$ cat src/design/bres_pkg.sv
// Shared types and constants of the Bresenham line rasterizer.
package bres_pkg;

	localparam int COORD_BITS = 12;
	localparam int ERR_BITS   = COORD_BITS + 2;
	localparam int VIEW_BITS  = 11;
	localparam int RGB_BITS   = 24;
	localparam int CMP_BITS   = (COORD_BITS > VIEW_BITS) ? COORD_BITS : VIEW_BITS;
	localparam int CFG_IDX_BITS = 1;

	typedef logic signed [COORD_BITS-1:0] coord_t;
	typedef logic signed [ERR_BITS-1:0]   err_t;
	typedef logic [VIEW_BITS-1:0]         view_t;
	typedef logic [RGB_BITS-1:0]          rgb_t;
	typedef logic [CFG_IDX_BITS-1:0]      cfg_idx_t;

	localparam logic KIND_START = 1'b0;
	localparam logic KIND_STEP  = 1'b1;

	localparam cfg_idx_t REG_VIEW_WIDTH  = 1'b0;
	localparam cfg_idx_t REG_VIEW_HEIGHT = 1'b1;

	localparam view_t VIEW_RESET = view_t'(1024);

endpackage

$ cat src/design/bres_cmd_if.sv
// Command channel of the rasterizer: line start and step transactions.
interface bres_cmd_if;
	logic               valid;
	logic               ready;
	logic               kind;
	bres_pkg::coord_t   x_start;
	bres_pkg::coord_t   y_start;
	bres_pkg::coord_t   x_end;
	bres_pkg::coord_t   y_end;
	bres_pkg::rgb_t     rgb;

	modport source (output valid, kind, x_start, y_start, x_end, y_end, rgb, input ready);
	modport sink (input valid, kind, x_start, y_start, x_end, y_end, rgb, output ready);
endinterface

$ cat src/design/bres_pix_if.sv
// Pixel channel of the rasterizer: one transaction per produced result.
interface bres_pix_if;
	logic               valid;
	logic               ready;
	bres_pkg::coord_t   pixel_x;
	bres_pkg::coord_t   pixel_y;
	bres_pkg::rgb_t     pixel_rgb;
	logic               has_pixel;
	logic               inside_view;
	logic               last;

	modport source (output valid, pixel_x, pixel_y, pixel_rgb, has_pixel, inside_view, last,
		input ready);
	modport sink (input valid, pixel_x, pixel_y, pixel_rgb, has_pixel, inside_view, last,
		output ready);
endinterface

$ cat src/design/bresenham_line_rasterizer.sv
// Bresenham line rasterizer, all octants. Every command transaction yields exactly one pixel
// transaction. A command is captured in an input register and its pixel is computed from it
// into an output register, which offers it; the block sustains one command per clock as long
// as the pixel side keeps ready high. The rate is set by the line state loop: error add,
// coordinate step and end compare run combinationally from the line state registers back in.
// A start command (kind 0) emits the first pixel, each step command (kind 1) the next one; a
// step with no line in progress returns an all-zero result with has_pixel low. view_width and
// view_height are written through the cfg port; the user must write them only while the block
// is idle, which the block itself does not enforce.
module bresenham_line_rasterizer (
	input  logic                clk,
	input  logic                arst_n,
	input  logic                cfg_we,
	input  bres_pkg::cfg_idx_t  cfg_index,
	input  bres_pkg::view_t     cfg_data,
	bres_cmd_if.sink            cmd,
	bres_pix_if.source          pix
);

	localparam int C = bres_pkg::COORD_BITS;
	localparam int E = bres_pkg::ERR_BITS;

	// Configuration registers.
	bres_pkg::view_t view_width_q;
	bres_pkg::view_t view_height_q;

	// Input stage.
	logic               valid_s1;
	logic               kind_s1;
	bres_pkg::coord_t   x_start_s1;
	bres_pkg::coord_t   y_start_s1;
	bres_pkg::coord_t   x_end_s1;
	bres_pkg::coord_t   y_end_s1;
	bres_pkg::rgb_t     rgb_s1;

	// Line state.
	bres_pkg::coord_t   cur_x_q;
	bres_pkg::coord_t   cur_y_q;
	bres_pkg::coord_t   major_stop_q;
	bres_pkg::err_t     error_term_q;
	bres_pkg::err_t     inc_straight_q;
	bres_pkg::err_t     inc_diagonal_q;
	logic               x_is_major_q;
	logic               minor_down_q;
	logic               line_active_q;
	bres_pkg::rgb_t     line_rgb_q;

	// Output stage.
	logic               valid_s2;
	bres_pkg::coord_t   pixel_x_s2;
	bres_pkg::coord_t   pixel_y_s2;
	bres_pkg::rgb_t     pixel_rgb_s2;
	logic               has_pixel_s2;
	logic               inside_view_s2;
	logic               last_s2;

	logic advance;
	logic is_start;

	// Start decode.
	logic signed [C:0]  dx;
	logic signed [C:0]  dy;
	logic [C-1:0]       adx;
	logic [C-1:0]       ady;
	logic               st_x_major;
	logic [C-1:0]       st_maj;
	logic [C-1:0]       st_mnr;
	bres_pkg::err_t     two_mnr;
	bres_pkg::err_t     st_err;
	bres_pkg::err_t     st_inc_s;
	bres_pkg::err_t     st_inc_d;
	logic               st_minor_down;
	logic               st_fwd;
	bres_pkg::coord_t   st_x;
	bres_pkg::coord_t   st_y;
	bres_pkg::coord_t   st_stop;
	logic               st_last;

	// Step decode.
	logic               go_straight;
	bres_pkg::coord_t   minor_delta;
	bres_pkg::coord_t   sp_x;
	bres_pkg::coord_t   sp_y;
	bres_pkg::err_t     sp_err;
	logic               sp_last;

	// Next values.
	bres_pkg::coord_t   nxt_x;
	bres_pkg::coord_t   nxt_y;
	logic               nxt_has;
	logic               nxt_last;
	logic               nxt_inside;
	logic [bres_pkg::CMP_BITS-1:0] nx_u;
	logic [bres_pkg::CMP_BITS-1:0] ny_u;

	assign advance   = valid_s1 && (!valid_s2 || pix.ready);
	assign cmd.ready = !valid_s1 || advance;
	assign is_start  = (kind_s1 == bres_pkg::KIND_START);

	always_ff @(posedge clk or negedge arst_n) begin
		if (!arst_n) begin
			view_width_q  <= bres_pkg::VIEW_RESET;
			view_height_q <= bres_pkg::VIEW_RESET;
		end else if (cfg_we) begin
			unique case (cfg_index)
				bres_pkg::REG_VIEW_WIDTH:  view_width_q  <= cfg_data;
				bres_pkg::REG_VIEW_HEIGHT: view_height_q <= cfg_data;
				default: ;
			endcase
		end
	end

	always_comb begin
		dx = $signed({x_end_s1[C-1], x_end_s1}) - $signed({x_start_s1[C-1], x_start_s1});
		dy = $signed({y_end_s1[C-1], y_end_s1}) - $signed({y_start_s1[C-1], y_start_s1});
		adx = dx[C] ? C'(-dx) : C'(dx);
		ady = dy[C] ? C'(-dy) : C'(dy);
		st_x_major = (ady <= adx);
		st_maj = st_x_major ? adx : ady;
		st_mnr = st_x_major ? ady : adx;
		two_mnr  = $signed({1'b0, st_mnr, 1'b0});
		st_err   = two_mnr - $signed({2'b00, st_maj});
		st_inc_s = two_mnr;
		st_inc_d = two_mnr - $signed({1'b0, st_maj, 1'b0});
		// Minor axis goes down unless both deltas are strictly the same sign.
		st_minor_down = !((dx[C] && dy[C]) ||
			(!dx[C] && (dx != '0) && !dy[C] && (dy != '0)));
		st_fwd = st_x_major ? !dx[C] : !dy[C];
		st_x = st_fwd ? x_start_s1 : x_end_s1;
		st_y = st_fwd ? y_start_s1 : y_end_s1;
		if (st_x_major) begin
			st_stop = st_fwd ? x_end_s1 : x_start_s1;
			st_last = (st_x >= st_stop);
		end else begin
			st_stop = st_fwd ? y_end_s1 : y_start_s1;
			st_last = (st_y >= st_stop);
		end
	end

	always_comb begin
		// The x-major case keeps the minor coordinate while the error is negative,
		// the y-major case also while it is zero.
		go_straight = x_is_major_q ? error_term_q[E-1] :
			(error_term_q[E-1] || (error_term_q == '0));
		minor_delta = minor_down_q ? '1 : C'(1);
		sp_err = go_straight ? (error_term_q + inc_straight_q) :
			(error_term_q + inc_diagonal_q);
		if (x_is_major_q) begin
			sp_x = cur_x_q + C'(1);
			sp_y = go_straight ? cur_y_q : (cur_y_q + minor_delta);
			sp_last = (sp_x >= major_stop_q);
		end else begin
			sp_y = cur_y_q + C'(1);
			sp_x = go_straight ? cur_x_q : (cur_x_q + minor_delta);
			sp_last = (sp_y >= major_stop_q);
		end
	end

	always_comb begin
		if (is_start) begin
			nxt_x = st_x;
			nxt_y = st_y;
			nxt_has = 1'b1;
			nxt_last = st_last;
		end else if (line_active_q) begin
			nxt_x = sp_x;
			nxt_y = sp_y;
			nxt_has = 1'b1;
			nxt_last = sp_last;
		end else begin
			nxt_x = '0;
			nxt_y = '0;
			nxt_has = 1'b0;
			nxt_last = 1'b0;
		end
		nx_u = bres_pkg::CMP_BITS'($unsigned(nxt_x));
		ny_u = bres_pkg::CMP_BITS'($unsigned(nxt_y));
		nxt_inside = nxt_has && !nxt_x[C-1] && !nxt_y[C-1] &&
			(nx_u < bres_pkg::CMP_BITS'(view_width_q)) &&
			(ny_u < bres_pkg::CMP_BITS'(view_height_q));
	end

	always_ff @(posedge clk or negedge arst_n) begin
		if (!arst_n) begin
			valid_s1 <= 1'b0;
		end else if (cmd.ready) begin
			valid_s1 <= cmd.valid;
		end
	end

	always_ff @(posedge clk) begin
		if (cmd.valid && cmd.ready) begin
			kind_s1    <= cmd.kind;
			x_start_s1 <= cmd.x_start;
			y_start_s1 <= cmd.y_start;
			x_end_s1   <= cmd.x_end;
			y_end_s1   <= cmd.y_end;
			rgb_s1     <= cmd.rgb;
		end
	end

	always_ff @(posedge clk or negedge arst_n) begin
		if (!arst_n) begin
			cur_x_q        <= '0;
			cur_y_q        <= '0;
			major_stop_q   <= '0;
			error_term_q   <= '0;
			inc_straight_q <= '0;
			inc_diagonal_q <= '0;
			x_is_major_q   <= 1'b0;
			minor_down_q   <= 1'b0;
			line_active_q  <= 1'b0;
			line_rgb_q     <= '0;
		end else if (advance) begin
			if (is_start) begin
				cur_x_q        <= st_x;
				cur_y_q        <= st_y;
				major_stop_q   <= st_stop;
				error_term_q   <= st_err;
				inc_straight_q <= st_inc_s;
				inc_diagonal_q <= st_inc_d;
				x_is_major_q   <= st_x_major;
				minor_down_q   <= st_minor_down;
				line_active_q  <= !st_last;
				line_rgb_q     <= rgb_s1;
			end else if (line_active_q) begin
				cur_x_q       <= sp_x;
				cur_y_q       <= sp_y;
				error_term_q  <= sp_err;
				line_active_q <= !sp_last;
			end
		end
	end

	always_ff @(posedge clk or negedge arst_n) begin
		if (!arst_n) begin
			valid_s2 <= 1'b0;
		end else if (!valid_s2 || pix.ready) begin
			valid_s2 <= valid_s1;
		end
	end

	always_ff @(posedge clk) begin
		if (advance) begin
			pixel_x_s2     <= nxt_x;
			pixel_y_s2     <= nxt_y;
			pixel_rgb_s2   <= is_start ? rgb_s1 : (line_active_q ? line_rgb_q : '0);
			has_pixel_s2   <= nxt_has;
			inside_view_s2 <= nxt_inside;
			last_s2        <= nxt_last;
		end
	end

	assign pix.valid       = valid_s2;
	assign pix.pixel_x     = pixel_x_s2;
	assign pix.pixel_y     = pixel_y_s2;
	assign pix.pixel_rgb   = pixel_rgb_s2;
	assign pix.has_pixel   = has_pixel_s2;
	assign pix.inside_view = inside_view_s2;
	assign pix.last        = last_s2;

`ifndef SYNTH
	// A start transaction always produces a pixel in the next cycle.
	a_start_has_pixel: assert property (@(posedge clk) disable iff (!arst_n)
		advance && is_start |=> valid_s2 && has_pixel_s2)
		else $error("start transaction produced no pixel");

	// An empty result carries no other information.
	a_empty_result: assert property (@(posedge clk) disable iff (!arst_n)
		valid_s2 && !has_pixel_s2 |-> !inside_view_s2 && !last_s2 &&
			(pixel_x_s2 == '0) && (pixel_y_s2 == '0) && (pixel_rgb_s2 == '0))
		else $error("empty result has nonzero fields");

	// The final pixel of a line ends the line.
	a_last_ends_line: assert property (@(posedge clk) disable iff (!arst_n)
		advance && nxt_last |=> !line_active_q)
		else $error("line still active after its last pixel");

	// A step with no line in progress leaves the line state alone.
	a_idle_step_stable: assert property (@(posedge clk) disable iff (!arst_n)
		advance && !is_start && !line_active_q |=>
			$stable(cur_x_q) && $stable(cur_y_q) && $stable(error_term_q) && !line_active_q)
		else $error("idle step changed the line state");
`endif

endmodule

$ cat src/flat_wrapper.sv
// flat-port wrapper written by rule: the top's interface ports become plain ports
module bresenham_line_rasterizer_flat 
  (clk, arst_n, cfg_we, cfg_index, cfg_data, cmd_valid, cmd_kind, cmd_x_start, cmd_y_start, cmd_x_end, cmd_y_end, cmd_rgb, cmd_ready, pix_valid, pix_pixel_x, pix_pixel_y, pix_pixel_rgb, pix_has_pixel, pix_inside_view, pix_last, pix_ready);
  bres_cmd_if cmd_i ();
  bres_pix_if pix_i ();
  input  logic clk;
  input  logic arst_n;
  input  logic cfg_we;
  input  bres_pkg::cfg_idx_t cfg_index;
  input  bres_pkg::view_t cfg_data;
  input wire logic [$bits(cmd_i.valid)-1:0] cmd_valid;
  input wire logic [$bits(cmd_i.kind)-1:0] cmd_kind;
  input wire logic [$bits(cmd_i.x_start)-1:0] cmd_x_start;
  input wire logic [$bits(cmd_i.y_start)-1:0] cmd_y_start;
  input wire logic [$bits(cmd_i.x_end)-1:0] cmd_x_end;
  input wire logic [$bits(cmd_i.y_end)-1:0] cmd_y_end;
  input wire logic [$bits(cmd_i.rgb)-1:0] cmd_rgb;
  output wire logic [$bits(cmd_i.ready)-1:0] cmd_ready;
  output wire logic [$bits(pix_i.valid)-1:0] pix_valid;
  output wire logic [$bits(pix_i.pixel_x)-1:0] pix_pixel_x;
  output wire logic [$bits(pix_i.pixel_y)-1:0] pix_pixel_y;
  output wire logic [$bits(pix_i.pixel_rgb)-1:0] pix_pixel_rgb;
  output wire logic [$bits(pix_i.has_pixel)-1:0] pix_has_pixel;
  output wire logic [$bits(pix_i.inside_view)-1:0] pix_inside_view;
  output wire logic [$bits(pix_i.last)-1:0] pix_last;
  input wire logic [$bits(pix_i.ready)-1:0] pix_ready;
  assign cmd_i.valid = cmd_valid;
  assign cmd_i.kind = cmd_kind;
  assign cmd_i.x_start = cmd_x_start;
  assign cmd_i.y_start = cmd_y_start;
  assign cmd_i.x_end = cmd_x_end;
  assign cmd_i.y_end = cmd_y_end;
  assign cmd_i.rgb = cmd_rgb;
  assign cmd_ready = cmd_i.ready;
  assign pix_valid = pix_i.valid;
  assign pix_pixel_x = pix_i.pixel_x;
  assign pix_pixel_y = pix_i.pixel_y;
  assign pix_pixel_rgb = pix_i.pixel_rgb;
  assign pix_has_pixel = pix_i.has_pixel;
  assign pix_inside_view = pix_i.inside_view;
  assign pix_last = pix_i.last;
  assign pix_i.ready = pix_ready;
  bresenham_line_rasterizer u_core (.clk(clk), .arst_n(arst_n), .cfg_we(cfg_we), .cfg_index(cfg_index), .cfg_data(cfg_data), .cmd(cmd_i), .pix(pix_i));
endmodule
$ cat config.mk
export PLATFORM = sky130hd
export DESIGN_NAME = bresenham_line_rasterizer_flat
export DESIGN_NICKNAME = d
export VERILOG_FILES = /design/src/design/bres_pkg.sv /design/src/design/bres_cmd_if.sv /design/src/design/bres_pix_if.sv /design/src/design/bresenham_line_rasterizer.sv /design/src/flat_wrapper.sv
export SDC_FILE = /design/constraint.sdc
export NUM_CORES = 1
export LEC_CHECK = 0
export BUFFER_PORTS_ARGS = -buffer_cell sky130_fd_sc_hd__clkbuf_2
export CORE_MARGIN = 2
export CORE_UTILIZATION = 55
export DETAILED_ROUTE_END_ITERATION = 16
export PLACE_DENSITY = 0.79
export SYNTH_ARGS = -nofsm -noshare
export SYNTH_HDL_FRONTEND = slang
export SYNTH_SLANG_ARGS = --single-unit
$ cat constraint.sdc
create_clock -name clk -period 20.7 [get_ports clk]
set_clock_uncertainty 0.15 [all_clocks]
set_input_delay 2.07 -clock clk [delete_from_list [all_inputs] [get_ports clk]]
set_output_delay 2.07 -clock clk [all_outputs]
set_load 0.03 [all_outputs]
==> results of run 1 <==
==> metrics by stage <==
step                      setup WS, ns   util  hold slack [ns]
after floorplan                  13.43      -            0.289
after global placement           12.59  0.594            0.299
final                            12.13  0.623            0.317
after detailed placement         12.31  0.594            0.309
after global routing             11.48  0.623            0.350
after CTS                        12.25  0.623            0.315
==> per-layer routing <==
metal  part of all wire  wire, um  up-vias  global-route usage
met5                  0         0        -                   0
met4              0.043      2140        0               0.118
met3              0.061      3010      124              0.0398
met2               0.47     23400      541               0.496
met1               0.42     21100     7185               0.404
li1                   -         -     7062                   -
==> final timing paths <==
check	start	end
setup / recovery	u_core.x_end_s1[0]	u_core.pix.inside_view
hold / removal	u_core.rgb_s1[6]	u_core.line_rgb_q[6]
setup reg to reg	u_core.x_end_s1[0]	u_core.pix.inside_view
hold reg to reg	u_core.rgb_s1[6]	u_core.line_rgb_q[6]
max in group asynchronous	arst_n	u_core.line_rgb_q[0]
min in group asynchronous	arst_n	u_core.cur_x_q[3]
==> cells in the final DEF, fill, tap and decap left out, types with 6 or more instances in the layout <==
cell and n:
a211oi_1 11, o31ai_1 10, o21bai_1 11, nor2b_1 14, xor2_1 39, inv_1 106
or3_1 14, a21o_1 39, o21ai_0 152, clkbuf_16 29, nand2b_1 22, o311ai_0 8
o41ai_1 6, a22o_1 25, fa_1 6, nand3_1 36, xnor2_1 53, mux2_2 18
and2_1 14, nor3_1 35, clkbuf_2 141, mux2i_1 20, o211ai_1 35, a31oi_1 14
o22ai_1 8, and3_1 23, nand4_1 13, dfrtp_1 124, nand2_1 340, buf_4 18
o21a_1 10, nor2_1 115, clkinv_2 7, ha_1 128, o21ai_1 9, edfxtp_1 124
o221ai_1 7, a21oi_1 118
==> where the power goes <==
| part | switching (mW) | internal, mW |
|---|---|---|
| clock network | 0.210 | 0.285 |
| logic | 1.09 | 0.692 |
| registers | 0.104 | 0.651 |
| total | 1.40 | 1.63 |
==> worst min-delay path, delay by kind of cell, from the launching register on <==
kind,cells,cell delay (ns)
and+or+nand+nor,2,0.10
DFF,1,0.34
==> layout make-up <==
type                       count  area (um2)  area share
multi-input combinational   1466        9540       0.500
sequential                   250        6880       0.361
timing repair buffer         159         841      0.0441
clock buffer                  34         754      0.0396
tap                          396         495      0.0260
inverter                     108         405      0.0213
clock inverter                18         155     0.00814
==> logic make-up (layout without fill, tap and decap cells) <==
logic type	count (synthesis)	after routing	share of synthesized area
XOR/XNOR	93	93	0.0480
AND/OR/NAND/NOR	663	663	0.175
buffers and inverters	191	319	0.0437
AO/OA/AOI/OAI	534	534	0.204
flip-flops	250	250	0.402
adder cells (fa/ha/maj)	134	134	0.101
multiplexers	42	42	0.0273
==> state kept, by name, indices dropped and copies added, names as in the netlist, 11 cells and up <==
register / flops
u_core.x_start_s1: 12
u_core.cur_x_q: 12
u_core.x_end_s1: 12
u_core.error_term_q: 14
u_core.pix.pixel_y: 12
u_core.rgb_s1: 24
u_core.pix.pixel_rgb: 24
u_core.cur_y_q: 12
u_core.y_end_s1: 12
u_core.view_height_q: 11
u_core.major_stop_q: 12
u_core.y_start_s1: 12
u_core.view_width_q: 11
u_core.pix.pixel_x: 12
u_core.inc_straight_q: 12
u_core.inc_diagonal_q: 13
u_core.line_rgb_q: 24
==> flow_summary.json, run 1 <==
{
  "outcome": "completed",
  "syn_inst": 1907,
  "worstPathMaxFanout": 54,
  "grt_max_degree": 75,
  "core-area_um2": 30600,
  "postCtsSetupBuffers": 0,
  "numCtsBuffers": 28,
  "maxCapViolCount": 0,
  "drc": 0,
  "grt_pass1_wl_um": 78600,
  "clockBufferDepth": 3,
  "path_buf_inv": 3,
  "grt-ovfl-total": 0,
  "vias": 14900,
  "finalMaxSlewViolations": 0,
  "synth_nets": 2131,
  "min_path_cells": 2,
  "routed_wl_um": 49600,
  "rsz0062_at_grt": "false",
  "yosysSeqAreaShare": 0.402,
  "synth_most_common_cell": "nand2_1",
  "p_leak_nw": 8.69,
  "cp.required_ns": 20.98,
  "io_pins": 143,
  "period_share": 0.414,
  "finalNonFillerCells": 2431,
  "cts-hold-fix-buffers": 0,
  "setup_viol": 0,
  "cts_resized": 0,
  "stdcell_area_um2": 19100,
  "worst-path-stages": 33,
  "antenna_found_initial": 0,
  "yosysTopAreaCell": "edfxtp_1",
  "grt_use_total": 0.301,
  "n_antenna_cell": 0,
  "grt_pass1_vias": 14700,
  "synth_top_area_share": 0.217,
  "crit_path_top_delay_cell": "buf_4",
  "synth_edf_count": 124,
  "cp-end-kind": "flip-flop",
  "dpl_cell_area_um2": 18200,
  "min_period_ns": 8.57,
  "viasPerCell": 6.13,
  "holdCritPathClass": "flip-flop to flip-flop",
  "drt_iter0_markers": 1236,
  "cp_slowest_stage_delay_ns": 0.49,
  "rows": 64,
  "max_freq_mhz": 117,
  "ctsHtreeMaxLevel": 1,
  "ir_worst_vdd_mv": 0.142,
  "dpl.cell_count": 2379,
  "max_slew_margin": 0.218,
  "die_h_um": 180,
  "synth_warnings": 0,
  "path_delay_family": "compound AO/OA/AOI/OAI gates",
  "worstSetupPathType": "flip-flop to flip-flop",
  "dr.pass1.iters": 5,
  "wire_per_inst_um": 20.4,
  "nets": 2237,
  "ff2ff_path_depth": 33,
  "setup-tns-final_ns": 0,
  "die-width_um": 180,
  "start_util": 0.560,
  "ys_top_cells_by_area": "edfxtp_1, dfrtp_1, ha_1, nand2_1, o21ai_0",
  "ctsRootBufferMaster": "clkbuf_16",
  "final-hold-violation-count": 0,
  "drive_gt1_frac": 0.134,
  "syn_avg_cell_area_um2": 8.98,
  "yosys_most_used_dff": "edfxtp_1",
  "postSynthRegisterBits": 250,
  "clock_sinks": 250,
  "port_buffers": 142,
  "critPathArrivalTime_ns": 8.85,
  "cts.clk_slew.worst_paths_ns": 0.06,
  "finalPower_mw": 3.03,
  "synth-async-reset-ratio": 0.504,
  "hpwl_um": 36500,
  "ant_nets": 0,
  "cp-start-kind": "flip-flop",
  "netlist_area_um2": 17100,
  "powerDensity_nw_per_um2": 159,
  "insertion_delay_ns": 0.57,
  "dieArea_um2": 32600,
  "synthTopCellsByCount": "nand2_1, o21ai_0, ha_1",
  "gp_congestion": 0.929,
  "area_growth_pct": 11.3,
  "ff2ff_setup_slack_ns": 12.13,
  "tritoncts": "built",
  "nFillCells": 2552,
  "tightest_slew_ns": 1.17,
  "yosysUniqueCellTypes": 99
}
Note: power is estimated with default switching activity, not from simulation.
==> inputs of run 2 (changes only) <==
ABC_AREA = 1   (was not set)
PLACE_DENSITY = 0.82   (was 0.79)
clock period = 7.4 ns   (was 20.7 ns; I/O delays follow)
==> run 2 against run 1 <==
  * Critical endpoint is now u_core.error_term_q[12]
  * Largest cell class unchanged
  * Sequential share of layout area is essentially flat
  * Sequential power grew to 2.9 times the previous value
  * Synthesized area grew 0.45%
  * Total power grew to 3.2 times the previous value
  * Flip-flop and latch count is the same
==> flow_summary.json, run 2 <==
{
  "cp-end-kind": "flip-flop",
  "ys_top_cells_by_area": "edfxtp_1, dfrtp_1, nand2_1, ha_1, inv_1",
  "dieArea_um2": 32700,
  "io_pins": 143,
  "synthTopCellsByCount": "nand2_1, inv_1, o21ai_0",
  "multi_input_area_um2": 8760,
  "clock_sinks": 250,
  "utilization": 0.621,
  "hold_ws_ns": 0.0855,
  "cp_common_cell": "nand2_1",
  "grt_max_degree": 83,
  "worstSetupPathType": "flip-flop to flip-flop",
  "grt_use_total": 0.282,
  "synthMuxAreaShare": 0,
  "ir_worst_vdd_mv": 0.257,
  "cp.required_ns": 7.69,
  "clockBufferDepth": 3,
  "yosysSeqAreaShare": 0.400,
  "syn_inst": 2225,
  "grt_pass1_wl_um": 75400,
  "dr.pass1.iters": 8,
  "powerDensity_nw_per_um2": 510,
  "start_util": 0.561,
  "area_growth_pct": 10.8,
  "postSynthRegisterBits": 250,
  "critPathArrivalTime_ns": 6.96,
  "setup_viol": 0,
  "min_period_ns": 6.67,
  "period_share": 0.901,
  "outcome": "completed",
  "synthSimpleGateAreaFrac": 0.230,
  "holdCritPathClass": "input port to async pin",
  "insertion_delay_ns": 0.57,
  "worstPathMaxFanout": 20,
  "tightest_slew_ns": 1.21,
  "rsz0062_at_grt": "false",
  "max_slew_margin": 0.196,
  "synth_warnings": 0,
  "drive_gt1_frac": 0.118,
  "ff2ff_setup_slack_ns": 0.73,
  "yosysUniqueCellTypes": 56,
  "ant_nets": 0,
  "rows": 64,
  "n_antenna_cell": 0,
  "grt_pass1_vias": 14700,
  "vias": 15400,
  "port_buffers": 142,
  "synth_most_common_cell": "nand2_1",
  "yosysTopAreaCell": "edfxtp_1",
  "crit_path_top_delay_cell": "fa_1",
  "die-width_um": 181,
  "wire_per_inst_um": 16.8,
  "max_freq_mhz": 150,
  "antenna_found_initial": 0,
  "ctsRootBufferMaster": "clkbuf_16",
  "netlist_area_um2": 17200,
  "cp-start-kind": "flip-flop",
  "hpwl_um": 34500,
  "synth-compound-area-share": 0.141,
  "ff_latch_area_um2": 6880,
  "setup-tns-final_ns": 0,
  "finalNonFillerCells": 2755,
  "cp_slowest_stage_delay_ns": 0.48,
  "syn_avg_cell_area_um2": 7.73,
  "tritoncts": "built",
  "synth_nets": 2449,
  "drc": 0,
  "cts.clk_slew.worst_paths_ns": 0.07,
  "postCtsSetupBuffers": 0,
  "viasPerCell": 5.60,
  "synth_edf_count": 124,
  "mostFrequentLayoutCells": "nand2_1, inv_1, o21ai_0, clkbuf_2, ha_1",
  "grt-ovfl-total": 0,
  "synth_xor_area_frac": 0.0372,
  "synth_top_area_share": 0.216,
  "cts_resized": 0,
  "cts-hold-fix-buffers": 0,
  "die_h_um": 181,
  "drt_iter0_markers": 1253,
  "p_leak_nw": 9.64,
  "finalPower_mw": 9.71,
  "nets": 2562,
  "synth-async-reset-ratio": 0.504,
  "synth_top_family_by_area": "simple AND/OR/NAND/NOR gates",
  "routed_wl_um": 46200,
  "yosys_most_used_dff": "edfxtp_1",
  "gp_congestion": 0.938,
  "synth_fa_ha_area_frac": 0.100,
  "numCtsBuffers": 27,
  "mostFrequentLayoutCell": "nand2_1",
  "dpl.cell_count": 2705,
  "final-hold-violation-count": 0,
  "finalMaxSlewViolations": 0,
  "ctsHtreeMaxLevel": 1,
  "maxCapViolCount": 0,
  "core-area_um2": 30700,
  "nFillCells": 2654
}
-- run 2: cell count changes after synthesis, moves of 25 or more --
| cell | before | now |
|---|---|---|
| a21o_1 | 39 | 5 |
| a22o_1 | 25 | 0 |
| inv_1 | 106 | 310 |
| nand2_1 | 342 | 631 |
| nand3_1 | 36 | 120 |
| nor3_1 | 35 | 9 |
| o21ai_0 | 152 | 207 |
| o21ai_1 | 9 | 41 |
| xnor2_1 | 53 | 19 |
-- run 2: stage by stage --
stage	setup slack, ns	area [um2]
after global placement	0.948	18200
final	0.735	19100
after global routing	0.165	19100
after CTS	0.750	19100
after detailed placement	0.785	18200
after floorplan	1.73	17200
-- run 2: final timing paths --
path                                                from                        to  depth (start not counted)
max in group asynchronous                         arst_n         u_core.cur_y_q[1]                          2
min in group clk                         cmd_x_start[10]     u_core.x_start_s1[10]                          1
worst min register to register  u_core.inc_diagonal_q[2]  u_core.inc_diagonal_q[2]                          2
worst max register to register      u_core.y_start_s1[0]   u_core.error_term_q[12]                         34
worst max-delay path                u_core.y_start_s1[0]   u_core.error_term_q[12]                         34
worst min-delay path                              arst_n     u_core.line_rgb_q[15]                          1
-- run 2: where the power goes --
group	total [mW]	internal, mW	switching [mW]	leakage (nW)
combinational	6.15	2.05	4.10	6.44
sequential	2.20	1.89	0.308	2.75
clock	1.37	0.789	0.578	0.442
total	9.71	4.73	4.98	9.64
-- run 2: layout make-up --
type                            count  share of cell area
Sequential cell                   250               0.361
Timing Repair Buffer              155              0.0425
Clock inverter                     12             0.00729
Multi-Input combinational cell   1580               0.460
Tap cell                          396              0.0260
Inverter                          324              0.0639
Clock buffer                       38              0.0397
-- run 2: critical path, delay by kind of cell, from the launching register on --
kind / cells / cell delay (ns)
AO/OA/AOI/OAI: 7 / 1.35
buffers and inverters: 5 / 0.47
adder cells (fa/ha/maj): 4 / 1.60
XOR/XNOR: 2 / 0.50
flip-flops: 1 / 0.42
AND/OR/NAND/NOR: 16 / 2.02
-- run 2: per-layer routing --
metal,global-route usage,vias to the layer above,wire length [um]
met5,0,-,0
met4,0.0668,0,1170
met3,0.0387,85,3480
met2,0.463,610,21000
met1,0.398,7186,20600
li1,-,7537,-
-- run 2: logic make-up after synthesis --
| group | after synthesis |
|---|---|
| AO/OA/AOI/OAI | 436 |
| AND/OR/NAND/NOR | 942 |
| flip-flops | 250 |
| XOR/XNOR | 68 |
| adder cells (fa/ha/maj) | 134 |
| buffers and inverters | 395 |
==> inputs of run 3 (changes only) <==
CORE_MARGIN = not set   (was 2)
==> run 3 against run 2 <==
  * Utilization is 0.26 points higher
  * Global-route usage is 0.40 points higher
  * Clock power is 4% higher
  * First-iteration DRC count is 1.3% higher
  * Critical path type unchanged
  * Highest routed layer unchanged
==> flow_summary.json, run 3 (synthesis results as in run 2) <==
{
  "crit_path_top_delay_cell": "fa_1",
  "ant_nets": 0,
  "holdCritPathClass": "input port to async pin",
  "path_delay_family": "simple AND/OR/NAND/NOR gates",
  "worstPathMaxFanout": 20,
  "ctsRootBufferMaster": "clkbuf_16",
  "cp-start-kind": "flip-flop",
  "finalNonFillerCells": 2758,
  "grt_use_total": 0.286,
  "finalPower_mw": 9.77,
  "setup-tns-final_ns": 0,
  "io_pins": 143,
  "start_util": 0.561,
  "grt_max_degree": 83,
  "ir_worst_vdd_mv": 0.282,
  "critPathArrivalTime_ns": 6.91,
  "cts.clk_slew.worst_paths_ns": 0.06,
  "grt_pass1_wl_um": 72600,
  "cp_common_cell": "nand2_1",
  "core-area_um2": 30700,
  "drive_gt1_frac": 0.119,
  "port_buffers": 142,
  "vias": 15400,
  "dr.pass1.iters": 8,
  "tightest_slew_ns": 1.21,
  "powerDensity_nw_per_um2": 510,
  "cts_resized": 0,
  "final-hold-violation-count": 0,
  "outcome": "completed",
  "cp-end-kind": "flip-flop",
  "max_slew_margin": 0.197,
  "dpl.cell_count": 2706,
  "setup_slack_ns": 0.793,
  "n_antenna_cell": 0,
  "rsz0062_at_grt": "false",
  "min_period_ns": 6.61,
  "clock_sinks": 250,
  "area_growth_pct": 11.3,
  "cp.required_ns": 7.70,
  "worstSetupPathType": "flip-flop to flip-flop",
  "die_h_um": 179,
  "cp_slowest_stage_delay_ns": 0.48,
  "wire_per_inst_um": 16.4,
  "nets": 2564,
  "viasPerCell": 5.58,
  "max_freq_mhz": 151,
  "ctsHtreeMaxLevel": 1,
  "drt_iter0_markers": 1269,
  "cts-hold-fix-buffers": 0,
  "maxCapViolCount": 0,
  "r2r-end": "u_core.error_term_q[12]",
  "mostFrequentLayoutCells": "nand2_1, inv_1, o21ai_0, clkbuf_2, ha_1",
  "finalMaxSlewViolations": 0,
  "pre_cts_ws_ns": 0.804,
  "insertion_delay_ns": 0.56,
  "ff2ff_setup_slack_ns": 0.79,
  "rows": 64,
  "postCtsSetupBuffers": 0,
  "setup_viol": 0,
  "path_buf_inv": 4,
  "hpwl_um": 34300,
  "gp_congestion": 0.929,
  "tritoncts": "built",
  "routed_wl_um": 45300,
  "ff2ff_path_depth": 33,
  "clockBufferDepth": 3,
  "grt_pass1_vias": 14800,
  "period_share": 0.893,
  "drc": 0,
  "p_leak_nw": 9.67,
  "timing.rr.start": "u_core.y_start_s1[0]",
  "numCtsBuffers": 28,
  "antenna_found_initial": 0,
  "dieArea_um2": 32000,
  "mostFrequentLayoutCell": "nand2_1",
  "grt-ovfl-total": 0,
  "die-width_um": 179
}
==> run 3: changes by cell type in the layout (fill, tap and decap cells not counted), moves of 2 or more <==
cell,change
clkbuf_16,+2
clkbuf_8,+2
clkinv_4,-2
clkinvlp_4,+2
==> run 3: metal layers <==
layer	part of all wire	vias up	global-route usage
met5	0	-	0
met4	0.029	0	0.0837
met3	0.075	85	0.0354
met2	0.45	637	0.468
met1	0.45	7136	0.396
li1	-	7532	-
==> run 3: worst max-delay path by stage <==
stage                         start                      end  slack (ns)  cells past startpoint
3_3_place_gp   u_core.y_start_s1[0]  u_core.error_term_q[12]        0.92                     34
2_1_floorplan  u_core.y_start_s1[0]  u_core.error_term_q[12]        1.73                     33
4_1_cts        u_core.y_start_s1[0]  u_core.error_term_q[12]        0.81                     34
3_5_place_dp   u_core.y_start_s1[0]  u_core.error_term_q[12]        0.80                     34
5_1_grt          u_core.y_end_s1[0]   u_core.pix.inside_view        0.15                     37
6_report       u_core.y_start_s1[0]  u_core.error_term_q[12]        0.79                     33
==> run 3: through the flow <==
stage	cell area, um2	util	hold WS, ns
final	19100	0.624	0.0518
after global placement	18200	0.592	0.313
after detailed placement	18200	0.592	0.313
after global routing	19100	0.624	0.0948
after floorplan	17200	-	0.292
after CTS	19100	0.624	0.0723
==> run 3: power by group <==
group / leakage (nW) / switching, mW / internal, mW / total, mW
combinational: 6.44 / 4.11 / 2.05 / 6.16
clock: 0.469 / 0.578 / 0.852 / 1.43
sequential: 2.75 / 0.291 / 1.89 / 2.18
==> run 3: layout make-up <==
cell class | instances | area (um2)
clock inverters | 10 | 134
multi-input cells | 1580 | 8760
fillers | 2626 | 11500
flip-flops and latches | 250 | 6880
well taps | 396 | 495
clock buffers | 42 | 835
inverters | 324 | 1220
repair buffers | 156 | 818
==> run 3: worst reg2reg max path, delay by kind of cell (launching register included) <==
kind,cells,cell delay [ns]
flip-flops,1,0.42
AND/OR/NAND/NOR,16,2.33
buffers and inverters,4,0.37
adder cells (fa/ha/maj),4,1.60
AO/OA/AOI/OAI,7,1.35
XOR/XNOR,2,0.29
